<file path="config.mk">
export PLATFORM = sky130hd
export DESIGN_NAME = websocket_frame_decoder_top_flat
export DESIGN_NICKNAME = d
export VERILOG_FILES = /design/src/sv/wsfd_pkg.sv /design/src/sv/wsfd_if.sv /design/src/sv/websocket_frame_decoder_top.sv /design/src/flat_wrapper.sv
export VERILOG_INCLUDE_DIRS = /design/src /design/src/sv
export SDC_FILE = /design/constraint.sdc
export NUM_CORES = 1
export LEC_CHECK = 0
export ABC_CLOCK_PERIOD_IN_PS = 8300
export BUFFER_PORTS_ARGS = -buffer_cell sky130_fd_sc_hd__clkbuf_2
export CORE_MARGIN = 2
export CORE_UTILIZATION = 55
export DETAILED_ROUTE_END_ITERATION = 10
export PLACE_DENSITY = 0.73
export SYNTH_ARGS = -nofsm -noshare
export SYNTH_HDL_FRONTEND = slang
export SYNTH_SLANG_ARGS = --single-unit
</file>
<file path="constraint.sdc">
create_clock -name clock -period 8.3 [get_ports clock]
set_input_delay 1.245 -clock clock [delete_from_list [all_inputs] [get_ports clock]]
set_output_delay 1.245 -clock clock [all_outputs]
set_load 0.02 [all_outputs]
</file>
<file path="src/sv/websocket_frame_decoder_top_macros.svh">
// assertion macros shared by the frame decoder rtl
`ifndef WEBSOCKET_FRAME_DECODER_TOP_MACROS_SVH
`define WEBSOCKET_FRAME_DECODER_TOP_MACROS_SVH

// condition checked at every clock edge outside reset
`define WSFD_ASSERT_NOW(lbl, prop, msg) \
   lbl: assert property (@(posedge clock) disable iff (reset) prop) else $error(msg);

// consequent checked in the cycle after the antecedent
`define WSFD_ASSERT_NEXT(lbl, ante, cons, msg) \
   lbl: assert property (@(posedge clock) disable iff (reset) ante |=> cons) else $error(msg);

`endif

</file>
<file path="src/sv/wsfd_pkg.sv">
// types and constants of the websocket frame decoder
package wsfd_pkg;

   typedef enum logic [3:0] {
      PH_HDR0    = 4'd0,
      PH_HDR1    = 4'd1,
      PH_LENHI   = 4'd2,
      PH_LENLO   = 4'd3,
      PH_KEY0    = 4'd4,
      PH_KEY1    = 4'd5,
      PH_KEY2    = 4'd6,
      PH_KEY3    = 4'd7,
      PH_PAYLOAD = 4'd8,
      PH_ERROR   = 4'd9
   } phase_type;

   typedef enum logic [2:0] {
      OPC_CONT    = 3'd0,
      OPC_TEXT    = 3'd1,
      OPC_BINARY  = 3'd2,
      OPC_CLOSE   = 3'd3,
      OPC_PING    = 3'd4,
      OPC_PONG    = 3'd5,
      OPC_UNKNOWN = 3'd6
   } opcode_type;

   localparam logic [3:0] NIB_CONT   = 4'h0;
   localparam logic [3:0] NIB_TEXT   = 4'h1;
   localparam logic [3:0] NIB_BINARY = 4'h2;
   localparam logic [3:0] NIB_CLOSE  = 4'h8;
   localparam logic [3:0] NIB_PING   = 4'h9;
   localparam logic [3:0] NIB_PONG   = 4'hA;

   localparam logic [6:0] LEN_EXT16 = 7'd126;
   localparam logic [6:0] LEN_EXT64 = 7'd127;

   typedef struct packed {
      logic [7:0]  data_byte;
      logic        data_valid;
      logic [2:0]  frame_opcode;
      logic        final_fragment;
      logic        frame_end;
      logic [15:0] payload_length;
      logic        error_flag;
   } result_type;

   function automatic opcode_type map_opcode(input logic [3:0] nib);
      opcode_type opc;
      case (nib)
         NIB_CONT:   opc = OPC_CONT;
         NIB_TEXT:   opc = OPC_TEXT;
         NIB_BINARY: opc = OPC_BINARY;
         NIB_CLOSE:  opc = OPC_CLOSE;
         NIB_PING:   opc = OPC_PING;
         NIB_PONG:   opc = OPC_PONG;
         default:    opc = OPC_UNKNOWN;
      endcase
      return opc;
   endfunction

endpackage

</file>
<file path="src/sv/wsfd_if.sv">
// valid/ready channel interfaces for received bytes and decoded results
interface wsfd_req_if;
   logic       valid;
   logic       ready;
   logic [7:0] rx_byte;

   modport source (output valid, output rx_byte, input ready);
   modport sink   (input valid, input rx_byte, output ready);
endinterface

interface wsfd_rsp_if;
   logic        valid;
   logic        ready;
   logic [7:0]  data_byte;
   logic        data_valid;
   logic [2:0]  frame_opcode;
   logic        final_fragment;
   logic        frame_end;
   logic [15:0] payload_length;
   logic        error_flag;

   modport source (output valid, output data_byte, output data_valid, output frame_opcode,
                   output final_fragment, output frame_end, output payload_length,
                   output error_flag, input ready);
   modport sink   (input valid, input data_byte, input data_valid, input frame_opcode,
                   input final_fragment, input frame_end, input payload_length,
                   input error_flag, output ready);
endinterface

</file>
<file path="src/sv/websocket_frame_decoder_top.sv">
// websocket frame decoder: byte-serial header parse and payload unmasking
//
//   channel   direction  payload
//   req_if    in         rx_byte: next byte of the frame stream
//   rsp_if    out        data_byte, data_valid, frame_opcode, final_fragment,
//                        frame_end, payload_length, error_flag
//
// one byte per cycle unless rsp_if stalls; a byte goes input register -> parse ->
// result register, and rsp_if is driven straight from the result register
// every payload byte gives one result; header bytes give none, except the byte
// that completes an empty frame's header (end marker) and a 64-bit length code (error)
// req_if.ready follows rsp_if.ready through the input register's advance term
// synchronous reset returns to the first header byte and clears a 64-bit length error
`include "websocket_frame_decoder_top_macros.svh"

module websocket_frame_decoder_top (
   input logic        clock,
   input logic        reset,
   wsfd_req_if.sink   req_if,
   wsfd_rsp_if.source rsp_if
);
   import wsfd_pkg::*;

   logic        in_valid_ff, in_valid_in;
   logic [7:0]  in_byte_ff, in_byte_in;
   logic        advance;

   phase_type   phase_ff, phase_in;
   logic        fin_ff, fin_in;
   opcode_type  opcode_ff, opcode_in;
   logic        masked_ff, masked_in;
   logic [15:0] length_ff, length_in;
   logic [15:0] done_ff, done_in;
   logic [7:0]  key_ff [4];
   logic [7:0]  key_in [4];

   logic        out_valid_ff, out_valid_in;
   result_type  out_ff, out_in;
   logic        produce;
   result_type  res;

   logic [6:0]  len_code;
   logic [15:0] done_inc;

   assign advance      = in_valid_ff && (!out_valid_ff || rsp_if.ready);
   assign req_if.ready = !in_valid_ff || advance;

   assign len_code = in_byte_ff[6:0];
   assign done_inc = done_ff + 16'd1;

   // input register
   always_comb begin
      in_valid_in = in_valid_ff;
      in_byte_in  = in_byte_ff;
      if (req_if.valid && req_if.ready) begin
         in_valid_in = 1'b1;
         in_byte_in  = req_if.rx_byte;
      end else if (advance) begin
         in_valid_in = 1'b0;
      end
   end

   // next phase
   always_comb begin
      phase_in = phase_ff;
      if (advance) begin
         case (phase_ff)
            PH_HDR1: begin
               if (len_code == LEN_EXT64) begin
                  phase_in = PH_ERROR;
               end else if (len_code == LEN_EXT16) begin
                  phase_in = PH_LENHI;
               end else if (in_byte_ff[7]) begin
                  phase_in = PH_KEY0;
               end else if (len_code == 7'd0) begin
                  phase_in = PH_HDR0;
               end else begin
                  phase_in = PH_PAYLOAD;
               end
            end
            PH_LENHI: phase_in = PH_LENLO;
            PH_LENLO: begin
               if (masked_ff) begin
                  phase_in = PH_KEY0;
               end else if ({length_ff[15:8], in_byte_ff} == 16'd0) begin
                  phase_in = PH_HDR0;
               end else begin
                  phase_in = PH_PAYLOAD;
               end
            end
            PH_KEY0: phase_in = PH_KEY1;
            PH_KEY1: phase_in = PH_KEY2;
            PH_KEY2: phase_in = PH_KEY3;
            PH_KEY3: phase_in = (length_ff == 16'd0) ? PH_HDR0 : PH_PAYLOAD;
            PH_PAYLOAD: phase_in = (done_inc == length_ff) ? PH_HDR0 : PH_PAYLOAD;
            PH_ERROR: phase_in = PH_ERROR;
            default: phase_in = PH_HDR1;
         endcase
      end
   end

   // frame fields and result
   always_comb begin
      fin_in    = fin_ff;
      opcode_in = opcode_ff;
      masked_in = masked_ff;
      length_in = length_ff;
      done_in   = done_ff;
      key_in    = key_ff;
      produce   = 1'b0;
      res.data_byte      = 8'd0;
      res.data_valid     = 1'b0;
      res.frame_opcode   = opcode_ff;
      res.final_fragment = fin_ff;
      res.frame_end      = 1'b1;
      res.payload_length = 16'd0;
      res.error_flag     = 1'b0;
      if (advance) begin
         case (phase_ff)
            PH_HDR1: begin
               masked_in = in_byte_ff[7];
               done_in   = 16'd0;
               if (len_code == LEN_EXT64) begin
                  opcode_in          = OPC_UNKNOWN;
                  length_in          = 16'd0;
                  produce            = 1'b1;
                  res.frame_opcode   = OPC_UNKNOWN;
                  res.frame_end      = 1'b0;
                  res.error_flag     = 1'b1;
               end else if (len_code != LEN_EXT16) begin
                  length_in = {9'd0, len_code};
                  produce   = !in_byte_ff[7] && (len_code == 7'd0);
               end
            end
            PH_LENHI: length_in = {in_byte_ff, 8'd0};
            PH_LENLO: begin
               length_in = {length_ff[15:8], in_byte_ff};
               done_in   = 16'd0;
               produce   = !masked_ff && ({length_ff[15:8], in_byte_ff} == 16'd0);
            end
            PH_KEY0: key_in[0] = in_byte_ff;
            PH_KEY1: key_in[1] = in_byte_ff;
            PH_KEY2: key_in[2] = in_byte_ff;
            PH_KEY3: begin
               key_in[3] = in_byte_ff;
               done_in   = 16'd0;
               produce   = (length_ff == 16'd0);
            end
            PH_PAYLOAD: begin
               done_in            = done_inc;
               produce            = 1'b1;
               res.data_byte      = masked_ff ? (in_byte_ff ^ key_ff[done_ff[1:0]]) : in_byte_ff;
               res.data_valid     = 1'b1;
               res.frame_end      = (done_inc == length_ff);
               res.payload_length = length_ff;
            end
            PH_ERROR: produce = 1'b0;
            default: begin
               fin_in    = in_byte_ff[7];
               opcode_in = map_opcode(in_byte_ff[3:0]);
            end
         endcase
      end
   end

   // result register
   always_comb begin
      out_in       = out_ff;
      out_valid_in = out_valid_ff && !rsp_if.ready;
      if (advance && produce) begin
         out_valid_in = 1'b1;
         out_in       = res;
      end
   end

   always_ff @(posedge clock) begin
      if (reset) begin
         in_valid_ff  <= 1'b0;
         out_valid_ff <= 1'b0;
         phase_ff     <= PH_HDR0;
         fin_ff       <= 1'b0;
         opcode_ff    <= OPC_CONT;
         masked_ff    <= 1'b0;
         length_ff    <= 16'd0;
         done_ff      <= 16'd0;
         key_ff       <= '{default: 8'd0};
      end else begin
         in_valid_ff  <= in_valid_in;
         out_valid_ff <= out_valid_in;
         phase_ff     <= phase_in;
         fin_ff       <= fin_in;
         opcode_ff    <= opcode_in;
         masked_ff    <= masked_in;
         length_ff    <= length_in;
         done_ff      <= done_in;
         key_ff       <= key_in;
      end
   end

   always_ff @(posedge clock) begin
      in_byte_ff <= in_byte_in;
      out_ff     <= out_in;
   end

   assign rsp_if.valid          = out_valid_ff;
   assign rsp_if.data_byte      = out_ff.data_byte;
   assign rsp_if.data_valid     = out_ff.data_valid;
   assign rsp_if.frame_opcode   = out_ff.frame_opcode;
   assign rsp_if.final_fragment = out_ff.final_fragment;
   assign rsp_if.frame_end      = out_ff.frame_end;
   assign rsp_if.payload_length = out_ff.payload_length;
   assign rsp_if.error_flag     = out_ff.error_flag;

   `WSFD_ASSERT_NOW(a_error_sticky_phase, (out_valid_ff && out_ff.error_flag) |-> (phase_ff == PH_ERROR), "error result without error phase")
   `WSFD_ASSERT_NEXT(a_error_holds, (phase_ff == PH_ERROR), (phase_ff == PH_ERROR), "error phase left without reset")
   `WSFD_ASSERT_NOW(a_payload_count, (phase_ff == PH_PAYLOAD) |-> (done_ff < length_ff), "payload count past frame length")
   `WSFD_ASSERT_NOW(a_result_source, $rose(out_valid_ff) |-> $past(advance), "result appeared without a parsed byte")

endmodule

</file>
<file path="src/flat_wrapper.sv">
// flat-port wrapper written by rule: the top's interface ports become plain ports
module websocket_frame_decoder_top_flat import wsfd_pkg::*;
  (clock, reset, req_if_valid, req_if_rx_byte, req_if_ready, rsp_if_valid, rsp_if_data_byte, rsp_if_data_valid, rsp_if_frame_opcode, rsp_if_final_fragment, rsp_if_frame_end, rsp_if_payload_length, rsp_if_error_flag, rsp_if_ready);
  wsfd_req_if req_if_i ();
  wsfd_rsp_if rsp_if_i ();
  input logic clock;
  input logic reset;
  input wire logic [$bits(req_if_i.valid)-1:0] req_if_valid;
  input wire logic [$bits(req_if_i.rx_byte)-1:0] req_if_rx_byte;
  output wire logic [$bits(req_if_i.ready)-1:0] req_if_ready;
  output wire logic [$bits(rsp_if_i.valid)-1:0] rsp_if_valid;
  output wire logic [$bits(rsp_if_i.data_byte)-1:0] rsp_if_data_byte;
  output wire logic [$bits(rsp_if_i.data_valid)-1:0] rsp_if_data_valid;
  output wire logic [$bits(rsp_if_i.frame_opcode)-1:0] rsp_if_frame_opcode;
  output wire logic [$bits(rsp_if_i.final_fragment)-1:0] rsp_if_final_fragment;
  output wire logic [$bits(rsp_if_i.frame_end)-1:0] rsp_if_frame_end;
  output wire logic [$bits(rsp_if_i.payload_length)-1:0] rsp_if_payload_length;
  output wire logic [$bits(rsp_if_i.error_flag)-1:0] rsp_if_error_flag;
  input wire logic [$bits(rsp_if_i.ready)-1:0] rsp_if_ready;
  assign req_if_i.valid = req_if_valid;
  assign req_if_i.rx_byte = req_if_rx_byte;
  assign req_if_ready = req_if_i.ready;
  assign rsp_if_valid = rsp_if_i.valid;
  assign rsp_if_data_byte = rsp_if_i.data_byte;
  assign rsp_if_data_valid = rsp_if_i.data_valid;
  assign rsp_if_frame_opcode = rsp_if_i.frame_opcode;
  assign rsp_if_final_fragment = rsp_if_i.final_fragment;
  assign rsp_if_frame_end = rsp_if_i.frame_end;
  assign rsp_if_payload_length = rsp_if_i.payload_length;
  assign rsp_if_error_flag = rsp_if_i.error_flag;
  assign rsp_if_i.ready = rsp_if_ready;
  websocket_frame_decoder_top u_core (.clock(clock), .reset(reset), .req_if(req_if_i), .rsp_if(rsp_if_i));
endmodule
</file>
Word level (Yosys, flattened, before mapping)
Index checks and enable logic that the tools add are counted.
Storage, ports and cells
  register bits: 114
  input bits: 12
  output and inout port bits: 33
  logic and storage cells: 115
Operators by class
  add/subtract/negate cells: 1
  order comparisons: 1
  eq/ne operators: 19
  muxes and demuxes: 33
  bitwise gates (word level): 5
  reductions and logical operators: 35
Operators by type and width (count)
  16-bit one-hot mux with 3 select lines: 1
  4-bit one-hot mux with 9 select lines: 1
  16-bit zero test: 2
  16-bit 2-to-1 mux: 2
  4-bit 2-to-1 mux: 8
  16-bit one-hot mux with 2 select lines: 1
  8-bit 2-to-1 mux: 3
  4-bit == test (second input constant): 5
  3-bit one-hot mux with 6 select lines: 1
  2-bit AND reduction: 9
  16-bit by 1-bit adder with 16-bit output (second input constant): 1
  8-bit binary-select mux with 2-bit select: 1
  16-bit == test: 1
  4-bit by 3-bit == test with 1-bit output (second input constant): 4
  7-bit == test (second input constant): 2
  4-bit by 2-bit == test with 1-bit output (second input constant): 3
  1-bit 2-to-1 mux: 9
  3-bit 2-to-1 mux: 3
  9-bit OR reduction: 1
  4-bit by 1-bit == test with 1-bit output (second input constant): 2
  8-bit OR reduction: 1
  8-bit bitwise XOR: 1
  7-bit zero test: 1
  7-bit != test (second input constant): 1
  other kinds (16): 30

Logic depth before layout (Yosys ltp)
Gate-level depths: netlist of run 1.
  depth in word-level cells: 8
  depth in mapped cells: 8
  depth with buffers taken out: 7

Worst setup path before layout of run 1
OpenSTA, ideal clock, no wires.
  path kind: in2out
  start: in rsp_if_ready
  end: out req_if_ready
  data arrival time: 1646 ps
  data required time: 7055 ps
  setup slack: 5409 ps
  stages: 2
  buffers on the path: 0
  cells stage by stage: nor2b_1 -> nand2_1
On the way
  cells in the longest elaborated chain, start to end: 3
Ends and longest elaborated chain
  from (decl): RTL line flat_wrapper.sv:19  | input wire logic [$bits(rsp_if_i.ready)-1:0] rsp_if_ready;
  1-bit logical OR: RTL line websocket_frame_decoder_top.sv:45  | assign advance = in_valid_ff && (!out_valid_ff || rsp_if.ready);
  1-bit logical AND: RTL line websocket_frame_decoder_top.sv:45
  1-bit logical OR: RTL line websocket_frame_decoder_top.sv:46  | assign req_if.ready = !in_valid_ff || advance;
  to (decl): RTL line flat_wrapper.sv:10  | output wire logic [$bits(req_if_i.ready)-1:0] req_if_ready;
No other way between the ends.

Worst setup path in the final report of run 1
  start: reg u_core.in_byte_ff[1]
  end: reg u_core.out_ff (netlist bit u_core.rsp_if.payload_length[14]) (enable)
On the way
  cells in the longest elaborated chain, start to end: 7
  elaborated cells between the ends (all ways): 11
  those cells by class: 2 x eq/ne; 4 x mux; 5 x reduce/logical
Ends and longest elaborated chain
  from (decl): RTL line websocket_frame_decoder_top.sv:25  | logic [7:0] in_byte_ff, in_byte_in;
  from (signal assigned): RTL line websocket_frame_decoder_top.sv:201  | in_byte_ff <= in_byte_in;
  7-bit zero test: RTL line websocket_frame_decoder_top.sv:132  | produce = !in_byte_ff[7] && (len_code == 7'd0);
  1-bit logical AND: RTL line websocket_frame_decoder_top.sv:132
  1-bit 2-to-1 mux: RTL line websocket_frame_decoder_top.sv:130  | end else if (len_code != LEN_EXT16) begin
  1-bit 2-to-1 mux: RTL line websocket_frame_decoder_top.sv:123  | if (len_code == LEN_EXT64) begin
  1-bit one-hot mux with 4 select lines *: RTL line websocket_frame_decoder_top.sv:119  | case (phase_ff)
  1-bit 2-to-1 mux *: RTL line websocket_frame_decoder_top.sv:118  | if (advance) begin
  1-bit logical AND *: RTL line websocket_frame_decoder_top.sv:170  | if (advance && produce) begin
  to (signal assigned): RTL line websocket_frame_decoder_top.sv:202  | out_ff <= out_in;
  to (decl): RTL line websocket_frame_decoder_top.sv:38  | result_type out_ff, out_in;
Mark *: on every way between the ends. The rest lies on a longest branch, timed or not.
A chain may end at the register's enable or synchronous reset.

==> reports/results.tsv, run 1 <==
stage	metric	value	unit
outcome	outcome	complete, no violations	
drt	viasPerCell	5.99	
die	ios	45	
die	row_count	36	
hold_path	worstHoldPathType	reg -> reg	
worst_setup_path	critPathTopFamily	simple AND/OR/NAND/NOR gates	
drt	ant_nets	0	
synthesis	synth_flop_cell	dfxtp_1	
power	leakage	2.21	nW
worst_setup_path	crit_fanout	31	
synthesis	synth_area	5440	um2
die	dieArea	10700	um2
cts	cts_hold_buf	0	
timing	setup_viol	0	
timing	period_minus_slack	3.38	ns
power	power_density	214	nW/um2
placement	port_buffers	44	
die	core_area	9680	um2
worst_setup_path	crit_slowest_cell	inv_1	
worst_setup_path	critPathRequiredTime	8.43	ns
timing	relSlewSlack	0.178	
cts	cts_resized	0	
global_route	grt_max_degree	77	
cts	clk_pin_slew	0.05	ns
global_route	antenna_found_initial	0	
drt	dr.pass1.iters	7	
cts	post_cts_buffers	0	
worst_setup_path	cp_num_buf_inv	1	
final_layout	antenna_cells	0	
drt	wl_per_cell	17.6	um
worst_setup_path	end_kind	register	
synthesis	synth-seq-area-share	0.491	
drt	drt-total-wl	13.3	mm
worst_setup_path	critPathKind	reg -> reg	
cts	clkSinkCount	114	
die	start_util	0.562	
cts	htreeDepth	4	
global_route	grt_pass1_wl	21.4	mm
worst_setup_path	r2r_cells	6	
timing	fmax	296	MHz
synthesis	synth-seq-cells	114	
synthesis	ys_async_sr_fraction	0	
hold_path	min-delay-start	u_core.fin_ff	
drt	drtIter0Drc	385	
cts	cts_made_buffers	17	
global_route	grt_overflow	0	
power	ir_drop	0.137	mV
timing	fin_crit_sh	0.407	
hold_path	hold_end	u_core.rsp_if.final_fragment	
drt	drcViolationCount	0	
final_layout	fin_util	0.645	
global_route	track_usage	0.267	
synthesis	synth.distinct_cells	59	
worst_setup_path	reg2reg_slack	4.92	ns
final_layout	final_layout_size_suffix_gt1_frac	0.143	
worst_setup_path	worstReg2RegStart	u_core.in_byte_ff[1]	
placement	gp_congestion	0.916	
final_layout	finalNetCount	623	
die	fp.dieH	103	um
cts	clock_latency	0.52	ns
global_route	grt_pass1_vias	4171	
cts	cts_tree	yes	
worst_setup_path	worstPathArrival	3.52	ns
die	dieWidth	103	um
cts	cts_buffer_depth	2	
cts	clockRootBuffer	clkbuf_8	
timing	final.setup.tns	0	ns
hold_path	hold_depth	0	
final_layout	area_growth	14.9	%
worst_setup_path	crit_path_cell_trace	or4_1, nor4_1, a22oi_1, nor3_1, o31ai_1, inv_1	
synthesis	syn_nets	598	
worst_setup_path	slowest_delay	0.92	ns
synthesis	synth_edf_count	39	
synthesis	yosysWarningCount	0	
synthesis	post_synth.cell_area_avg	9.30	um2
placement	dpl.hpwl	8.53	mm
final_layout	fillCellCount	772	
worst_setup_path	worstSetupStartpointType	register	
timing	final_hold_viol_count	0	
run	maxCapViolCount	0	
worst_setup_path	r2r-end	u_core.rsp_if.payload_length[14]	
timing	finClkSkew	0.0119	ns
timing	tightest_slew	1.23	ns
timing	final_max_slew_viol_count	0	
timing	rsz0062_at_grt	no	
drt	vias	4525	
synthesis	netlist_instances	585	
==> layout by cell type, fill, tap and decap left out, types with 4 or more instances in the layout <==
| master | count |
|---|---|
| o21ai_0 | 33 |
| and2_1 | 19 |
| edfxtp_1 | 39 |
| a21oi_1 | 53 |
| or3_1 | 9 |
| nor2_1 | 76 |
| inv_1 | 10 |
| nand3_1 | 17 |
| mux4_2 | 8 |
| or4_1 | 7 |
| clkinv_1 | 5 |
| xor2_1 | 13 |
| dfxtp_1 | 75 |
| nand2b_1 | 12 |
| nor3_1 | 12 |
| xnor2_1 | 18 |
| clkbuf_2 | 44 |
| nand2_1 | 50 |
| clkbuf_16 | 16 |
| mux2i_1 | 17 |
| a211oi_1 | 4 |
| a22oi_1 | 9 |
| a31oi_1 | 4 |
| nor4_1 | 8 |
==> power breakdown <==
part | total (mW) | internal, mW | switching [mW]
clock | 0.702 | 0.452 | 0.250
combinational | 0.0366 | 0.0137 | 0.0229
sequential | 0.599 | 0.582 | 0.0177
==> synth_stat cells, types with 2 or more instances <==
| cell | number | share of area |
|---|---|---|
| mux2i_1 | 17 | 0.031 |
| a31oi_1 | 4 | 0.0046 |
| dfxtp_1 | 75 | 0.28 |
| buf_2 | 6 | 0.0055 |
| mux4_2 | 8 | 0.033 |
| and3_1 | 3 | 0.0034 |
| or3_1 | 9 | 0.010 |
| and2_1 | 19 | 0.022 |
| o21a_1 | 2 | 0.0028 |
| a221oi_1 | 2 | 0.0032 |
| buf_1 | 3 | 0.0021 |
| nor2b_1 | 3 | 0.0034 |
| o31ai_1 | 3 | 0.0041 |
| nand4_1 | 3 | 0.0034 |
| o211ai_1 | 3 | 0.0041 |
| o21ai_0 | 33 | 0.030 |
| inv_1 | 10 | 0.0069 |
| nand2_1 | 50 | 0.034 |
| nor2_1 | 76 | 0.052 |
| xnor2_1 | 18 | 0.029 |
| edfxtp_1 | 39 | 0.22 |
| xor2_1 | 13 | 0.021 |
| nand3_1 | 17 | 0.016 |
| a21oi_1 | 53 | 0.049 |
| a211oi_1 | 4 | 0.0055 |
| a22oi_1 | 9 | 0.012 |
| or4_1 | 7 | 0.0097 |
| nor4_1 | 8 | 0.0092 |
| clkbuf_1 | 31 | 0.021 |
| nand2b_1 | 12 | 0.014 |
| o41ai_1 | 3 | 0.0048 |
| nand3b_1 | 3 | 0.0041 |
| nor3_1 | 12 | 0.011 |
| nor4b_1 | 2 | 0.0032 |
==> how the worst max path moves through the flow <==
stage / to / depth (start not counted) / slack, ns / start
after floorplan: req_if_ready / 2 / 5.41 / rsp_if_ready
after global placement: u_core.key_ff[9] / 7 / 4.93 / rsp_if_ready
after detailed placement: u_core.key_ff[26] / 7 / 4.88 / rsp_if_ready
after CTS: u_core.rsp_if.payload_length[14] / 6 / 4.91 / u_core.in_byte_ff[1]
after global routing: u_core.rsp_if.payload_length[12] / 6 / 4.63 / u_core.in_byte_ff[1]
final: u_core.rsp_if.payload_length[14] / 6 / 4.92 / u_core.in_byte_ff[1]
==> layer usage <==
layer | track usage | vias up | part of all wire
met5 | 0 | - | 0
met4 | 0.121 | 0 | 0.026
met3 | 0.0551 | 32 | 0.075
met2 | 0.404 | 221 | 0.47
met1 | 0.369 | 2126 | 0.43
li1 | - | 2146 | -
==> registers in the layout (all words and copies together), names as in the netlist <==
name,count
u_core.key_ff,32
u_core.rsp_if.payload_length,16
u_core.rsp_if.final_fragment,1
u_core.rsp_if.data_valid,1
u_core.rsp_if.data_byte,8
u_core.opcode_ff,3
u_core.masked_ff,1
u_core.rsp_if.valid,1
u_core.rsp_if.frame_end,1
u_core.in_valid_ff,1
u_core.done_ff,16
u_core.length_ff,16
u_core.fin_ff,1
u_core.phase_ff,4
u_core.rsp_if.error_flag,1
u_core.in_byte_ff,8
u_core.rsp_if.frame_opcode,3
==> cell type report <==
cell class / instances / area, um2 / share of cell area
inverter: 11 / 41.3 / 0.00661
multi-input combinational: 419 / 2560 / 0.410
tap: 133 / 166 / 0.0266
sequential: 114 / 2670 / 0.428
timing repair buffer: 47 / 243 / 0.0388
clock inverter: 12 / 139 / 0.0222
clock buffer: 20 / 425 / 0.0681
==> cells by family after synthesis <==
logic type / share of synthesized area
simple gates: 0.218
compound gates: 0.136
flops: 0.491
buf+inv: 0.0379
xor+xnor: 0.0499
mux: 0.0644
fa+ha+maj: 0.00230
==> metrics by stage <==
step           power, mW  std cells  area (um2)  hold WS, ns  setup slack (ns)
6_report            1.34        756        6250        0.435              4.92
5_1_grt             1.38        756        6250        0.456              4.63
4_1_cts             1.34        756        6250        0.439              4.91
3_5_place_dp       0.646        724        5690        0.426              4.88
3_3_place_gp       0.645        724        5690        0.419              4.93
2_1_floorplan      0.632        585        5440        0.408              5.41
==> worst reg2reg max path: stages (launching register included) <==
cell      delay (ns)
edfxtp_1        0.61
or4_1           0.64
nor4_1          0.43
a22oi_1         0.12
nor3_1          0.16
o31ai_1         0.11
inv_1           0.92
No activity file was read; power rests on OpenSTA's default activity.
==> run 2, diff against run 1 <==
--- a/config.mk
+++ b/config.mk
@@ -6,12 +6,12 @@
 export SDC_FILE = /design/constraint.sdc
 export NUM_CORES = 1
 export LEC_CHECK = 0
-export ABC_CLOCK_PERIOD_IN_PS = 8300
+export ABC_CLOCK_PERIOD_IN_PS = 3000
 export BUFFER_PORTS_ARGS = -buffer_cell sky130_fd_sc_hd__clkbuf_2
 export CORE_MARGIN = 2
-export CORE_UTILIZATION = 55
+export CORE_UTILIZATION = 54
 export DETAILED_ROUTE_END_ITERATION = 10
-export PLACE_DENSITY = 0.73
+export PLACE_DENSITY = 0.75
 export SYNTH_ARGS = -nofsm -noshare
 export SYNTH_HDL_FRONTEND = slang
 export SYNTH_SLANG_ARGS = --single-unit
==> constraint.sdc (replaced) <==
create_clock -name clock -period 3 [get_ports clock]
set_input_delay 0.45 -clock clock [delete_from_list [all_inputs] [get_ports clock]]
set_output_delay 0.45 -clock clock [all_outputs]
set_load 0.02 [all_outputs]
==> reports/results.tsv, run 2 (synthesized netlist as in run 1, its figures left out) <==
stage	metric	value	unit	change
outcome	outcome	complete, no violations		
die	fp.dieH	104	um	+0.89%
timing	fmax	374	MHz	+27%
timing	final.setup.tns	0	ns	unchanged
timing	period_minus_slack	2.67	ns	-0.711 ns
die	start_util	0.557		-0.00518
drt	drt-total-wl	13.5	mm	+1.8%
drt	vias	4680		+3.4%
hold_path	min-delay-start	req_if_rx_byte[3]		
drt	drtIter0Drc	403		+4.7%
placement	gp_congestion	0.914		-0.29%
final_layout	layout_commonest_cell	nor2_1		
final_layout	layout_common_cells	nor2_1 (76), dfxtp_1 (75), a21oi_1 (53)		
timing	fin_crit_sh	0.890		+0.483
timing	tightest_slew	0.911	ns	-0.321 ns
final_layout	largest_register	u_core.key_ff		
die	ios	45		unchanged
cts	cts_tree	yes		
global_route	grt_overflow	0		unchanged
drt	dr.pass1.iters	5		-2
global_route	grt_max_degree	49		-36%
cts	cts_made_buffers	17		unchanged
global_route	antenna_found_initial	0		unchanged
drt	drcViolationCount	0		unchanged
worst_setup_path	critPathKind	reg -> reg		
worst_setup_path	worstSetupStartpointType	register		
placement	port_buffers	44		unchanged
global_route	grt_pass1_wl	21.6	mm	+1.1%
worst_setup_path	crit_path_end	u_core.rsp_if.payload_length[2]		
timing	relSlewSlack	0.388		+0.210
worst_setup_path	r2r_cells	7		+1
timing	final_max_slew_viol_count	0		unchanged
final_layout	area_growth	18.4	%	
final_layout	final_layout_size_suffix_gt1_frac	0.179		+0.0360
cts	post_cts_buffers	0		unchanged
power	total_power	3.79	mW	+180%
global_route	track_usage	0.255		-0.0121
worst_setup_path	reg2reg_slack	0.33	ns	-4.59 ns
cts	clk_pin_slew	0.06	ns	about the same
die	dieArea	10900	um2	+1.8%
final_layout	stdcell_count	776		+2.6%
die	dieWidth	104	um	+0.89%
power	power_density	587	nW/um2	+170%
timing	rsz0062_at_grt	no		
worst_setup_path	worstPathArrival	2.88	ns	-0.64 ns
final_layout	multi_input_area	2560	um2	unchanged
worst_setup_path	crit_path_start	u_core.in_byte_ff[6]		
worst_setup_path	end_kind	register		
final_layout	largest_reg_flops	32		unchanged
run	maxCapViolCount	0		unchanged
worst_setup_path	crit_fanout	24		-23%
timing	timing.hold.ws	0.0960	ns	-0.339 ns
timing	finClkSkew	0.00822	ns	-0.00369 ns
drt	ant_nets	0		unchanged
cts	cts_buffer_depth	2		unchanged
timing	final_hold_viol_count	0		unchanged
placement	dpl.hpwl	9.11	mm	+6.8%
final_layout	fillCellCount	765		-0.91%
die	row_count	36		unchanged
global_route	grt_pass1_vias	4215		+1.1%
hold_path	worstHoldPathType	in -> reg		
die	core_area	9770	um2	+0.93%
final_layout	seq_area	2670	um2	unchanged
drt	viasPerCell	6.03		+0.76%
final_layout	antenna_cells	0		unchanged
cts	cts_resized	0		unchanged
cts	htreeDepth	4		unchanged
cts	clkSinkCount	114		unchanged
cts	clock_latency	0.53	ns	about the same
drt	wl_per_cell	17.4	um	-0.82%
placement	placed_cells	744		+2.8%
final_layout	fin_util	0.659		+0.0140
timing	setup_viol	0		unchanged
worst_setup_path	r2r-end	u_core.rsp_if.payload_length[2]		
final_layout	finalNetCount	643		+3.2%
worst_setup_path	critPathRequiredTime	3.20	ns	-5.23 ns
worst_setup_path	worstReg2RegStart	u_core.in_byte_ff[6]		
cts	cts_hold_buf	0		unchanged
cts	clockRootBuffer	clkbuf_8		
power	leakage	2.33	nW	+5.4%
power	ir_drop	0.466	mV	+240%
## run 2: how the worst min path moves through the flow
| stage | end | slack, ns | cells after the start |
|---|---|---|---|
| after floorplan | u_core.rsp_if.final_fragment | 0.41 | 0 |
| after global placement | u_core.rsp_if.final_fragment | 0.43 | 0 |
| after detailed placement | u_core.rsp_if.final_fragment | 0.44 | 0 |
| after CTS | u_core.in_byte_ff[3] | 0.08 | 1 |
| after global routing | u_core.in_byte_ff[3] | 0.08 | 1 |
| final | u_core.in_byte_ff[3] | 0.1 | 1 |
## run 2: through the flow
stage          area, um2  setup slack (ns)
2_1_floorplan       5440             0.273
3_3_place_gp        5840             0.520
3_5_place_dp        5840             0.394
4_1_cts             6440             0.394
5_1_grt             6440             0.186
6_report            6440             0.329
## run 2: cell type report
type,count,area share
flip-flops and latches,114,0.415
multi-input cells,419,0.398
clock buffers,23,0.0808
repair buffers,67,0.0610
well taps,133,0.0258
clock inverters,9,0.0138
inverters,11,0.00641
## run 2: critical path, cell delays in order (launching register included)
cell and delay [ns]:
edfxtp_1 0.55, or4_1 0.57, nor4_1 0.41, a22oi_1 0.16
nor3_1 0.18, o31ai_1 0.10, inv_1 0.09, buf_4 0.28
## run 2: per-layer routing
layer / up-vias / routed length [um] / global-route usage
li1: 2188 / - / -
met1: 2221 / 5660 / 0.337
met4: 0 / 353 / 0.109
met2: 242 / 6360 / 0.388
met3: 29 / 1140 / 0.0777
met5: - / 0 / 0
## run 2: report_power, final
group	internal [mW]	switching (mW)	leakage, nW
registers	1.61	0.0216	0.953
clock network	1.29	0.717	0.289
logic	0.0487	0.0967	1.09
total	2.95	0.835	2.33
